==> src/sv/sle_pkg.sv <==
// Shared widths, action codes and status codes of the sequential list engine.
package sle_pkg;

    localparam int SLE_CAPACITY = 64;
    localparam int DATA_W       = 32;
    localparam int ACT_W        = 4;
    localparam int POS_W        = 7;
    localparam int STAT_W       = 3;
    localparam int IDX_W        = 6;
    localparam int CNT_W        = 7;

    typedef enum logic [ACT_W-1:0] {
        ACT_PUSH_BACK  = 4'd0,
        ACT_POP_BACK   = 4'd1,
        ACT_PUSH_FRONT = 4'd2,
        ACT_POP_FRONT  = 4'd3,
        ACT_INSERT     = 4'd4,
        ACT_ERASE      = 4'd5,
        ACT_REMOVE     = 4'd6,
        ACT_MODIFY     = 4'd7,
        ACT_FIND       = 4'd8,
        ACT_READ       = 4'd9
    } t_action;

    typedef enum logic [STAT_W-1:0] {
        ST_OK       = 3'd0,
        ST_FULL     = 3'd1,
        ST_EMPTY    = 3'd2,
        ST_BADPOS   = 3'd3,
        ST_NOTFOUND = 3'd4
    } t_status;

endpackage

==> src/sv/sle_req_if.sv <==
// Request channel: action, position and value with valid/ready handshake.
interface sle_req_if import sle_pkg::*; ();
    logic                    valid;
    logic                    ready;
    logic [ACT_W-1:0]        action;
    logic [POS_W-1:0]        position;
    logic signed [DATA_W-1:0] value;

    modport source (output valid, output action, output position, output value, input ready);
    modport sink   (input valid, input action, input position, input value, output ready);
endinterface

==> src/sv/sle_rsp_if.sv <==
// Result channel: status, index, count and read value with valid/ready handshake.
interface sle_rsp_if import sle_pkg::*; ();
    logic                     valid;
    logic                     ready;
    logic [STAT_W-1:0]        status;
    logic [IDX_W-1:0]         index;
    logic [CNT_W-1:0]         count;
    logic signed [DATA_W-1:0] read_value;

    modport source (output valid, output status, output index, output count,
                    output read_value, input ready);
    modport sink   (input valid, input status, input index, input count,
                    input read_value, output ready);
endinterface

==> src/sv/sle_ram.sv <==
// Generic single-write, single-read RAM with registered read data.
module sle_ram import sle_pkg::*; #(
    parameter int WIDTH = DATA_W,
    parameter int DEPTH = SLE_CAPACITY
) (
    input  logic                           i_clk,
    input  logic                           i_we,
    input  logic [$clog2(DEPTH)-1:0]       i_waddr,
    input  logic [WIDTH-1:0]               i_wdata,
    input  logic [$clog2(DEPTH)-1:0]       i_raddr,
    output logic [WIDTH-1:0]               o_rdata
);

    logic [WIDTH-1:0] r_mem [DEPTH];
    logic [WIDTH-1:0] r_rdata;

    always_ff @(posedge i_clk) begin
        if (i_we) begin
            r_mem[i_waddr] <= i_wdata;
        end
        r_rdata <= r_mem[i_raddr];
    end

    assign o_rdata = r_rdata;

endmodule

==> src/sv/sequential_list_engine_top.sv <==
// Sequential list engine: packed list of signed 32-bit values kept in one RAM.
//
// Usage: requests enter on i_req (action, position, value) and each yields
// exactly one result on o_rsp (status, index, count, read_value). Both
// channels move an item when valid and ready are high at a rising edge.
// One request is worked at a time; i_req.ready is high only while idle.
// An error or an unused action code goes straight to the result; push_back
// and modify write one RAM word, pop_back and read read one. Shifting
// actions move the elements one at a time, find scans from the front until
// a match or the end of the list, and a remove that matches scans and then
// shifts the elements behind the match down. The single RAM read port moves
// or compares one element per cycle. The input is ready again once the result loads.
// The result sits in an output register, so the next request is accepted
// while a finished result waits; a stalled receiver blocks only the
// completion of the following request.
// Reset clears the element count and the handshake state; the RAM is not
// cleared, since only entries below the count are ever read.
module sequential_list_engine_top import sle_pkg::*; #(
    parameter int CAPACITY = SLE_CAPACITY
) (
    input logic        i_clk,
    input logic        i_rst_n,
    sle_req_if.sink    i_req,
    sle_rsp_if.source  o_rsp
);

    localparam int AW = $clog2(CAPACITY);
    localparam int CW = $clog2(CAPACITY + 1);
    localparam int PW = (CW > POS_W) ? CW : POS_W;
    localparam logic [CW-1:0] FULL_CNT = CW'(CAPACITY);

    typedef enum logic [6:0] {
        S_IDLE  = 7'b0000001,
        S_WRVAL = 7'b0000010,
        S_RDW   = 7'b0000100,
        S_SHUP  = 7'b0001000,
        S_SHDN  = 7'b0010000,
        S_SCAN  = 7'b0100000,
        S_DONE  = 7'b1000000
    } t_state;

    t_state            r_state, n_state;
    logic [CW-1:0]     r_count, n_count;
    logic [AW-1:0]     r_ptr, n_ptr;
    logic [AW-1:0]     r_at, n_at;
    logic [AW-1:0]     r_wa, n_wa;
    logic              r_rv, n_rv;
    logic              r_wv, n_wv;
    logic              r_first, n_first;
    logic              r_keep, n_keep;
    logic              r_rmv, n_rmv;
    logic              r_grow, n_grow;
    logic [DATA_W-1:0] r_val, n_val;
    logic [DATA_W-1:0] r_rd, n_rd;
    t_status           r_status, n_status;
    logic [IDX_W-1:0]  r_index, n_index;
    logic              r_ovalid, n_ovalid;
    t_status           r_ostatus;
    logic [IDX_W-1:0]  r_oindex;
    logic [CNT_W-1:0]  r_ocount;
    logic [DATA_W-1:0] r_ord;

    logic              ram_we;
    logic [AW-1:0]     ram_waddr;
    logic [DATA_W-1:0] ram_wdata;
    logic [AW-1:0]     ram_raddr;
    logic [DATA_W-1:0] ram_rdata;

    logic              accept;
    logic              out_load;
    logic              full;
    logic              empty;
    logic              match;
    logic [PW-1:0]     pos_x;
    logic [PW-1:0]     cnt_x;
    logic [PW-1:0]     wa_x;
    logic [CW-1:0]     cnt_m1;
    logic [AW-1:0]     last;
    logic [AW-1:0]     pos_a;

    sle_ram #(
        .WIDTH (DATA_W),
        .DEPTH (CAPACITY)
    ) u_sle_ram (
        .i_clk   (i_clk),
        .i_we    (ram_we),
        .i_waddr (ram_waddr),
        .i_wdata (ram_wdata),
        .i_raddr (ram_raddr),
        .o_rdata (ram_rdata)
    );

    assign accept  = i_req.valid && i_req.ready;
    assign full    = (r_count == FULL_CNT);
    assign empty   = (r_count == '0);
    assign match   = (ram_rdata == r_val);
    assign pos_x   = PW'(i_req.position);
    assign cnt_x   = PW'(r_count);
    assign wa_x    = PW'(r_wa);
    assign cnt_m1  = r_count - 1'b1;
    assign last    = cnt_m1[AW-1:0];
    assign pos_a   = pos_x[AW-1:0];

    assign i_req.ready = (r_state == S_IDLE);

    always_comb begin
        n_state   = r_state;
        n_count   = r_count;
        n_ptr     = r_ptr;
        n_at      = r_at;
        n_wa      = r_wa;
        n_rv      = r_rv;
        n_wv      = r_wv;
        n_first   = r_first;
        n_keep    = r_keep;
        n_rmv     = r_rmv;
        n_grow    = r_grow;
        n_val     = r_val;
        n_rd      = r_rd;
        n_status  = r_status;
        n_index   = r_index;
        n_ovalid  = r_ovalid;
        out_load  = 1'b0;
        ram_we    = 1'b0;
        ram_waddr = r_at;
        ram_wdata = r_val;
        ram_raddr = r_ptr;

        if (r_ovalid && o_rsp.ready) begin
            n_ovalid = 1'b0;
        end

        case (r_state)
            S_IDLE: begin
                if (accept) begin
                    n_val    = i_req.value;
                    n_status = ST_OK;
                    n_index  = i_req.position[IDX_W-1:0];
                    n_rd     = '0;
                    n_grow   = 1'b0;
                    n_keep   = 1'b0;
                    n_rmv    = 1'b0;
                    n_rv     = 1'b1;
                    n_wv     = 1'b0;
                    n_state  = S_DONE;
                    case (i_req.action)
                        ACT_PUSH_BACK: begin
                            if (full) begin
                                n_status = ST_FULL;
                            end else begin
                                n_at    = r_count[AW-1:0];
                                n_grow  = 1'b1;
                                n_state = S_WRVAL;
                            end
                        end
                        ACT_POP_BACK: begin
                            if (empty) begin
                                n_status = ST_EMPTY;
                            end else begin
                                ram_raddr = last;
                                n_count   = cnt_m1;
                                n_state   = S_RDW;
                            end
                        end
                        ACT_PUSH_FRONT: begin
                            n_at = '0;
                            if (full) begin
                                n_status = ST_FULL;
                            end else if (empty) begin
                                n_grow  = 1'b1;
                                n_state = S_WRVAL;
                            end else begin
                                n_ptr   = last;
                                n_state = S_SHUP;
                            end
                        end
                        ACT_POP_FRONT: begin
                            if (empty) begin
                                n_status = ST_EMPTY;
                            end else begin
                                n_at    = '0;
                                n_ptr   = '0;
                                n_keep  = 1'b1;
                                n_state = S_SHDN;
                            end
                        end
                        ACT_INSERT: begin
                            n_at = pos_a;
                            if (full) begin
                                n_status = ST_FULL;
                            end else if (pos_x > cnt_x) begin
                                n_status = ST_BADPOS;
                            end else if (pos_x == cnt_x) begin
                                n_grow  = 1'b1;
                                n_state = S_WRVAL;
                            end else begin
                                n_ptr   = last;
                                n_state = S_SHUP;
                            end
                        end
                        ACT_ERASE: begin
                            if (empty) begin
                                n_status = ST_EMPTY;
                            end else if (pos_x >= cnt_x) begin
                                n_status = ST_BADPOS;
                            end else begin
                                n_at    = pos_a;
                                n_ptr   = pos_a;
                                n_state = S_SHDN;
                            end
                        end
                        ACT_REMOVE, ACT_FIND: begin
                            if (empty) begin
                                n_status = ST_NOTFOUND;
                                n_index  = '0;
                            end else begin
                                n_ptr   = '0;
                                n_rmv   = (i_req.action == ACT_REMOVE);
                                n_state = S_SCAN;
                            end
                        end
                        ACT_MODIFY: begin
                            if (pos_x >= cnt_x) begin
                                n_status = ST_BADPOS;
                            end else begin
                                n_at    = pos_a;
                                n_state = S_WRVAL;
                            end
                        end
                        ACT_READ: begin
                            if (pos_x >= cnt_x) begin
                                n_status = ST_BADPOS;
                            end else begin
                                ram_raddr = pos_a;
                                n_state   = S_RDW;
                            end
                        end
                        default: begin
                        end
                    endcase
                end
            end
            S_WRVAL: begin
                ram_we    = 1'b1;
                ram_waddr = r_at;
                ram_wdata = r_val;
                if (r_grow) begin
                    n_count = r_count + 1'b1;
                end
                n_state = S_DONE;
            end
            S_RDW: begin
                n_rd    = ram_rdata;
                n_state = S_DONE;
            end
            S_SHUP: begin
                if (r_wv) begin
                    ram_we    = 1'b1;
                    ram_waddr = r_wa;
                    ram_wdata = ram_rdata;
                end
                if (r_rv) begin
                    ram_raddr = r_ptr;
                    n_wa      = r_ptr + 1'b1;
                    n_wv      = 1'b1;
                    if (r_ptr == r_at) begin
                        n_rv = 1'b0;
                    end else begin
                        n_ptr = r_ptr - 1'b1;
                    end
                end else begin
                    n_wv    = 1'b0;
                    n_grow  = 1'b1;
                    n_state = S_WRVAL;
                end
            end
            S_SHDN: begin
                if (r_wv) begin
                    if (r_first) begin
                        if (r_keep) begin
                            n_rd = ram_rdata;
                        end
                    end else begin
                        ram_we    = 1'b1;
                        ram_waddr = r_wa;
                        ram_wdata = ram_rdata;
                    end
                end
                if (r_rv) begin
                    ram_raddr = r_ptr;
                    n_wa      = r_ptr - 1'b1;
                    n_first   = (r_ptr == r_at);
                    n_wv      = 1'b1;
                    if (r_ptr == last) begin
                        n_rv = 1'b0;
                    end else begin
                        n_ptr = r_ptr + 1'b1;
                    end
                end else begin
                    n_wv    = 1'b0;
                    n_count = cnt_m1;
                    n_state = S_DONE;
                end
            end
            S_SCAN: begin
                if (r_rv) begin
                    ram_raddr = r_ptr;
                    n_wa      = r_ptr;
                    n_wv      = 1'b1;
                    if (r_ptr == last) begin
                        n_rv = 1'b0;
                    end else begin
                        n_ptr = r_ptr + 1'b1;
                    end
                end
                if (r_wv && match) begin
                    n_index = wa_x[IDX_W-1:0];
                    if (r_rmv) begin
                        n_at    = r_wa;
                        n_ptr   = r_wa;
                        n_rv    = 1'b1;
                        n_wv    = 1'b0;
                        n_state = S_SHDN;
                    end else begin
                        n_state = S_DONE;
                    end
                end else if (r_wv && !r_rv) begin
                    n_status = ST_NOTFOUND;
                    n_index  = '0;
                    n_state  = S_DONE;
                end
            end
            S_DONE: begin
                if (!r_ovalid || o_rsp.ready) begin
                    out_load = 1'b1;
                    n_ovalid = 1'b1;
                    n_state  = S_IDLE;
                end
            end
            default: begin
                n_state = S_IDLE;
            end
        endcase
    end

    always_ff @(posedge i_clk) begin
        if (!i_rst_n) begin
            r_state  <= S_IDLE;
            r_count  <= '0;
            r_ovalid <= 1'b0;
        end else begin
            r_state  <= n_state;
            r_count  <= n_count;
            r_ovalid <= n_ovalid;
        end
    end

    always_ff @(posedge i_clk) begin
        r_ptr    <= n_ptr;
        r_at     <= n_at;
        r_wa     <= n_wa;
        r_rv     <= n_rv;
        r_wv     <= n_wv;
        r_first  <= n_first;
        r_keep   <= n_keep;
        r_rmv    <= n_rmv;
        r_grow   <= n_grow;
        r_val    <= n_val;
        r_rd     <= n_rd;
        r_status <= n_status;
        r_index  <= n_index;
        if (out_load) begin
            r_ostatus <= r_status;
            r_oindex  <= r_index;
            r_ocount  <= cnt_x[CNT_W-1:0];
            r_ord     <= r_rd;
        end
    end

    assign o_rsp.valid      = r_ovalid;
    assign o_rsp.status     = r_ostatus;
    assign o_rsp.index      = r_oindex;
    assign o_rsp.count      = r_ocount;
    assign o_rsp.read_value = r_ord;

endmodule

==> src/flat_wrapper.sv <==
// flat-port wrapper written by rule: the top's interface ports become plain ports
module sequential_list_engine_top_flat import sle_pkg::*;
#(
    parameter int CAPACITY = SLE_CAPACITY
)
  (i_clk, i_rst_n, i_req_valid, i_req_action, i_req_position, i_req_value, i_req_ready, o_rsp_valid, o_rsp_status, o_rsp_index, o_rsp_count, o_rsp_read_value, o_rsp_ready);
  sle_req_if i_req_i ();
  sle_rsp_if o_rsp_i ();
  input logic i_clk;
  input logic i_rst_n;
  input wire logic [$bits(i_req_i.valid)-1:0] i_req_valid;
  input wire logic [$bits(i_req_i.action)-1:0] i_req_action;
  input wire logic [$bits(i_req_i.position)-1:0] i_req_position;
  input wire logic [$bits(i_req_i.value)-1:0] i_req_value;
  output wire logic [$bits(i_req_i.ready)-1:0] i_req_ready;
  output wire logic [$bits(o_rsp_i.valid)-1:0] o_rsp_valid;
  output wire logic [$bits(o_rsp_i.status)-1:0] o_rsp_status;
  output wire logic [$bits(o_rsp_i.index)-1:0] o_rsp_index;
  output wire logic [$bits(o_rsp_i.count)-1:0] o_rsp_count;
  output wire logic [$bits(o_rsp_i.read_value)-1:0] o_rsp_read_value;
  input wire logic [$bits(o_rsp_i.ready)-1:0] o_rsp_ready;
  assign i_req_i.valid = i_req_valid;
  assign i_req_i.action = i_req_action;
  assign i_req_i.position = i_req_position;
  assign i_req_i.value = i_req_value;
  assign i_req_ready = i_req_i.ready;
  assign o_rsp_valid = o_rsp_i.valid;
  assign o_rsp_status = o_rsp_i.status;
  assign o_rsp_index = o_rsp_i.index;
  assign o_rsp_count = o_rsp_i.count;
  assign o_rsp_read_value = o_rsp_i.read_value;
  assign o_rsp_i.ready = o_rsp_ready;
  sequential_list_engine_top #(.CAPACITY(CAPACITY)) u_core (.i_clk(i_clk), .i_rst_n(i_rst_n), .i_req(i_req_i), .o_rsp(o_rsp_i));
endmodule
==> config.mk <==
export PLATFORM = sky130hd
export DESIGN_NAME = sequential_list_engine_top_flat
export DESIGN_NICKNAME = d
export VERILOG_FILES = /design/src/sv/sle_pkg.sv /design/src/sv/sle_req_if.sv /design/src/sv/sle_rsp_if.sv /design/src/sv/sle_ram.sv /design/src/sv/sequential_list_engine_top.sv /design/src/flat_wrapper.sv
export SDC_FILE = /design/constraint.sdc
export NUM_CORES = 2
export LEC_CHECK = 0
export BUFFER_PORTS_ARGS = -buffer_cell sky130_fd_sc_hd__buf_2
export CORE_MARGIN = 3
export CORE_UTILIZATION = 57
export CTS_CLUSTER_SIZE = 40
export DETAILED_ROUTE_END_ITERATION = 16
export PLACE_DENSITY = 0.76
export SLEW_MARGIN = 20
export SYNTH_ARGS = -nofsm -noshare
export SYNTH_HDL_FRONTEND = slang
export SYNTH_SLANG_ARGS = --single-unit
==> constraint.sdc <==
create_clock -name i_clk -period 3.9 [get_ports i_clk]
set_input_delay 0.78 -clock i_clk [delete_from_list [all_inputs] [get_ports i_clk]]
set_output_delay 0.78 -clock i_clk [all_outputs]
set_load 0.03 [all_outputs]
==> summary.md <==
| Metric | Value |
|---|---|
| CP startpoint kind | `flip-flop` |
| Violated checks | `negative setup slack` |
| Worst-skew pair later-pin latency | `approximately 0.84 ns` |
| Slew Limit Fails | `0` |
| Routed Antenna Nets | `0` |
| Detailed placement HPWL | `between 150,000 and 200,000 um` |
| Area growth syn-to-layout | `21.89%` |
| Achievable frequency | `~0.24 GHz` |
| Initial drt markers | `8,402` |
| Leakage | `between 30 and 40 nW` |
| Status | `finished, violations left` |
| Via/cell ratio | `roughly 7` |
| Initial Utilization | `0.5773` |
| # Max-Cap Violations | `0` |
| Commonest cells in the synthesized netlist | `edfxtp_1, mux4_2, nand2_1, nor2_1, a22oi_1` |
| Post-synth cell types | `roughly 80` |
| Final hold viol count | `0` |
| Largest net degree at the start of global routing | `65` |
| Syn. warnings | `0` |
| Fin Setup TNS | `-0.9736 ns` |
| DR DRC count | `0` |
| IO Pins | `97` |
| CP endpoint | `u_core.u_sle_ram.o_rdata[12]` |
| Final worst path period share | `1.079` |
| GPL Wtd Cong | `between 0.9 and 1` |
| Most common cell in the netlist | `edfxtp_1` |
| Clock sinks | `between 2k and 2.5k` |
| Crit. End Element | `flip-flop` |
| DIE WIDTH | `396.9 um` |
| CP Launch Point | `u_core.cnt_x[0]` |
| RR Startpoint | `u_core.cnt_x[0]` |
| Vias in the first global route | `50.98k` |
| Design Area, Final | `~110,000 um2` |
| Final worst setup slack | `-0.3065 ns` |
| Synth Register Bits | `2,240` |
| Post-synthesis average cell area | `around 19 um2` |
| CTS tree | `done` |
| Worst Skew | `between 0.06 and 0.07 ns` |
| First-pass GRT wire length | `between 300,000 and 400,000 um` |
| Initial antenna violation count | `25` |
| Post-synth top area share | `0.7562` |
| Die ar. | `between 150,000 and 200,000 um2` |
| R2R setup slack | `-0.31 ns` |
| Worst-path maximum fanout | `6` |
| Grt ovf | `0` |
| WL per Instance | `around 37 um` |
| Worst hold-check path type | `in2reg` |
| Net Count, Synth | `4,526` |
| Synth area leader | `edfxtp_1` |
| RSZ-0062 raised after global routing | `true` |
| Reg clk slew, reported paths | `0.07 ns` |
| Nets | `about 5.4k` |
| DRT Wirelength | `~280,000 um` |
| Post-synth design cell area | `87,080 um2` |
| Fraction of registers with async set/reset | `0` |
| Clock root cell | `clkbuf_16` |
| Total number of vias | `between 50k and 60k` |
| Cell Area, Placed | `96,480 um2` |
| Row count | `roughly 140` |
| R2R depth | `19` |
| TritonRoute pass-1 iters | `7` |
| Placeable Area | `around 150,000 um2` |
| Relative slew margins | `0.3665` |
| Cells after synthesis | `roughly 4.5k` |
| Post-synth EDFFs | `around 2.2k` |
| P per Cell Area | `just under 600 nW/um2` |
| CTS buffer count | `209` |
| VDD IR max | `approximately 0.00046 V` |
| Gr usage total | `0.3435` |
| Top post-synthesis cells by area | `edfxtp_1, mux4_2, nand2_1, mux2i_1, a22oi_1` |
| Final Critical Period | `4.206 ns` |
| Crit path kind | `reg2reg` |
| R2r endpoint | `u_core.u_sle_ram.o_rdata[12]` |
| H-tree levels | `4` |
| Ratio of cells with drive above 1 in the final layout | `0.3430` |
| # setup viols final | `13` |
| Seq/Total Area, Yosys | `0.7670` |
| CP Data Arrival Time | `a little under 5 ns` |
| Worst EP required | `approximately 4.6 ns` |
| Slew @ Worst Pin | `approximately 0.94 ns` |
| Synth Flop Type | `edfxtp_1` |
| CTS Buffer Depth | `3` |
| Hold Buf Count CTS | `0` |
| Die Y | `around 400 um` |
| PortBufs | `96` |
cell families (layout without fill, tap and decap cells):
| kind of cell | count (synthesis) | in the layout | synth area share |
|---|---|---|---|
| fa+ha+maj | 11 | 11 | 0.001580 |
| mux | 541 | 541 | 0.1234 |
| other cells | 0 | 14 | 0 |
| compound gates | 562 | 562 | 0.04461 |
| simple gates | 777 | 777 | 0.04016 |
| flops | 2240 | 2240 | 0.7670 |
| buf+inv | 273 | 1300 | 0.01678 |
| xor+xnor | 64 | 64 | 0.006437 |
layer usage:
metal  share of wire  track usage  routed length [um]  up-vias
met3            0.14       0.1011               38100     1046
li1                -            -                   -    20090
met2            0.47       0.5286              129700     4862
met4           0.076       0.2086               21070        8
met5         0.00022            0                  61        -
met1            0.32       0.4358               88760    26440
worst min path at each step:
| stage | from | to | cells past startpoint |
|---|---|---|---|
| global placement | u_core.r_rd[11] | u_core.o_rsp.read_value[11] | 0 |
| CTS | i_req_value[24] | u_core.r_val[24] | 1 |
| floorplan | u_core.r_index[0] | u_core.o_rsp.index[0] | 0 |
| finish | i_req_value[24] | u_core.r_val[24] | 1 |
| global route | i_req_value[23] | u_core.r_val[23] | 1 |
| detailed placement | u_core.r_rd[17] | u_core.o_rsp.read_value[17] | 0 |
power breakdown:
part,switching (mW),internal (mW),leakage (nW)
sequential,0.668,27.1,20.2
combinational,7.73,6.01,11.7
clock,9.17,11.8,3.39
total,17.6,44.9,35.2
through the flow:
stage / setup WS [ns] / hold WS, ns / utilization / cells / power (mW)
finish: -0.3065 / 0.1090 / 0.7037 / 7525 / 62.48
global route: -0.2179 / 0.09183 / 0.7034 / 7512 / 63.67
CTS: -0.04596 / 0.08007 / 0.6946 / 7454 / 61.21
detailed placement: -1.113 / 0.4045 / 0.6396 / 7012 / 39.87
global placement: -1.181 / 0.4021 / 0.6396 / 7012 / 39.68
floorplan: -0.2218 / 0.4003 / - / 4468 / 33.83
area by class of cell:
type / instances / area, um2
Antenna cell: 14 / 35.03
Clock buffer: 256 / 5458
Clock inverter: 134 / 1556
Fill cell: 8435 / 44700
Inverter: 27 / 103.9
Multi-Input combinational cell: 1955 / 20470
Sequential cell: 2240 / 66800
Tap cell: 2016 / 2522
Timing Repair Buffer: 883 / 9189
registers in the layout (all words and copies together) (netlist names), 7 cells and up:
| register | count |
|---|---|
| u_core.cnt_x | 7 |
| u_core.u_sle_ram.r_mem | 2048 |
| u_core.r_val | 32 |
| u_core.o_rsp.read_value | 32 |
| u_core.u_sle_ram.o_rdata | 32 |
| u_core.r_state | 7 |
| u_core.r_rd | 32 |
| u_core.o_rsp.count | 7 |
timing repair:
item	4_1_cts	5_1_grt
gates cloned	7	11
endpoints found under the setup margin	32	32
pin swaps	45	61
resized for setup	142	139
buffers inserted	49	57
critical path, cell delays in order (launching register included):
cell and delay [ns]:
dfxtp_4 0.37, inv_4 0.06, ha_4 0.12, or3b_4 0.37
buf_4 0.14, buf_4 0.15, nor3_4 0.15, a21oi_4 0.05
o32ai_4 0.17, a21oi_4 0.11, buf_4 0.15, buf_12 0.14
buf_16 0.15, buf_4 0.16, buf_4 0.17, mux2i_1 0.30
a32oi_2 0.13, a31oi_2 0.20, nand4_1 0.54, and3_1 0.42
layout by cell type, fill, tap and decap left out, types with 16 or more instances in the layout:
cell / n
edfxtp_1: 2193
buf_4: 555
mux4_2: 426
nand2_1: 298
clkbuf_16: 221
buf_12: 159
mux2i_1: 113
buf_2: 96
a22oi_1: 92
a21oi_1: 87
nor2_1: 85
nand3_1: 80
nor2_4: 72
o21ai_0: 52
o22ai_1: 50
a22oi_2: 50
clkinv_1: 48
xnor2_1: 47
clkbuf_1: 43
dfxtp_1: 43
and2_1: 41
nor3_1: 37
nand2_2: 34
clkinv_2: 34
buf_6: 32
nand4_1: 28
bufinv_16: 26
inv_1: 25
o211a_1: 21
a31oi_1: 21
o221ai_1: 19
a22o_1: 19
buf_16: 19
xor2_1: 16
No activity file was read; power rests on OpenSTA's default activity.
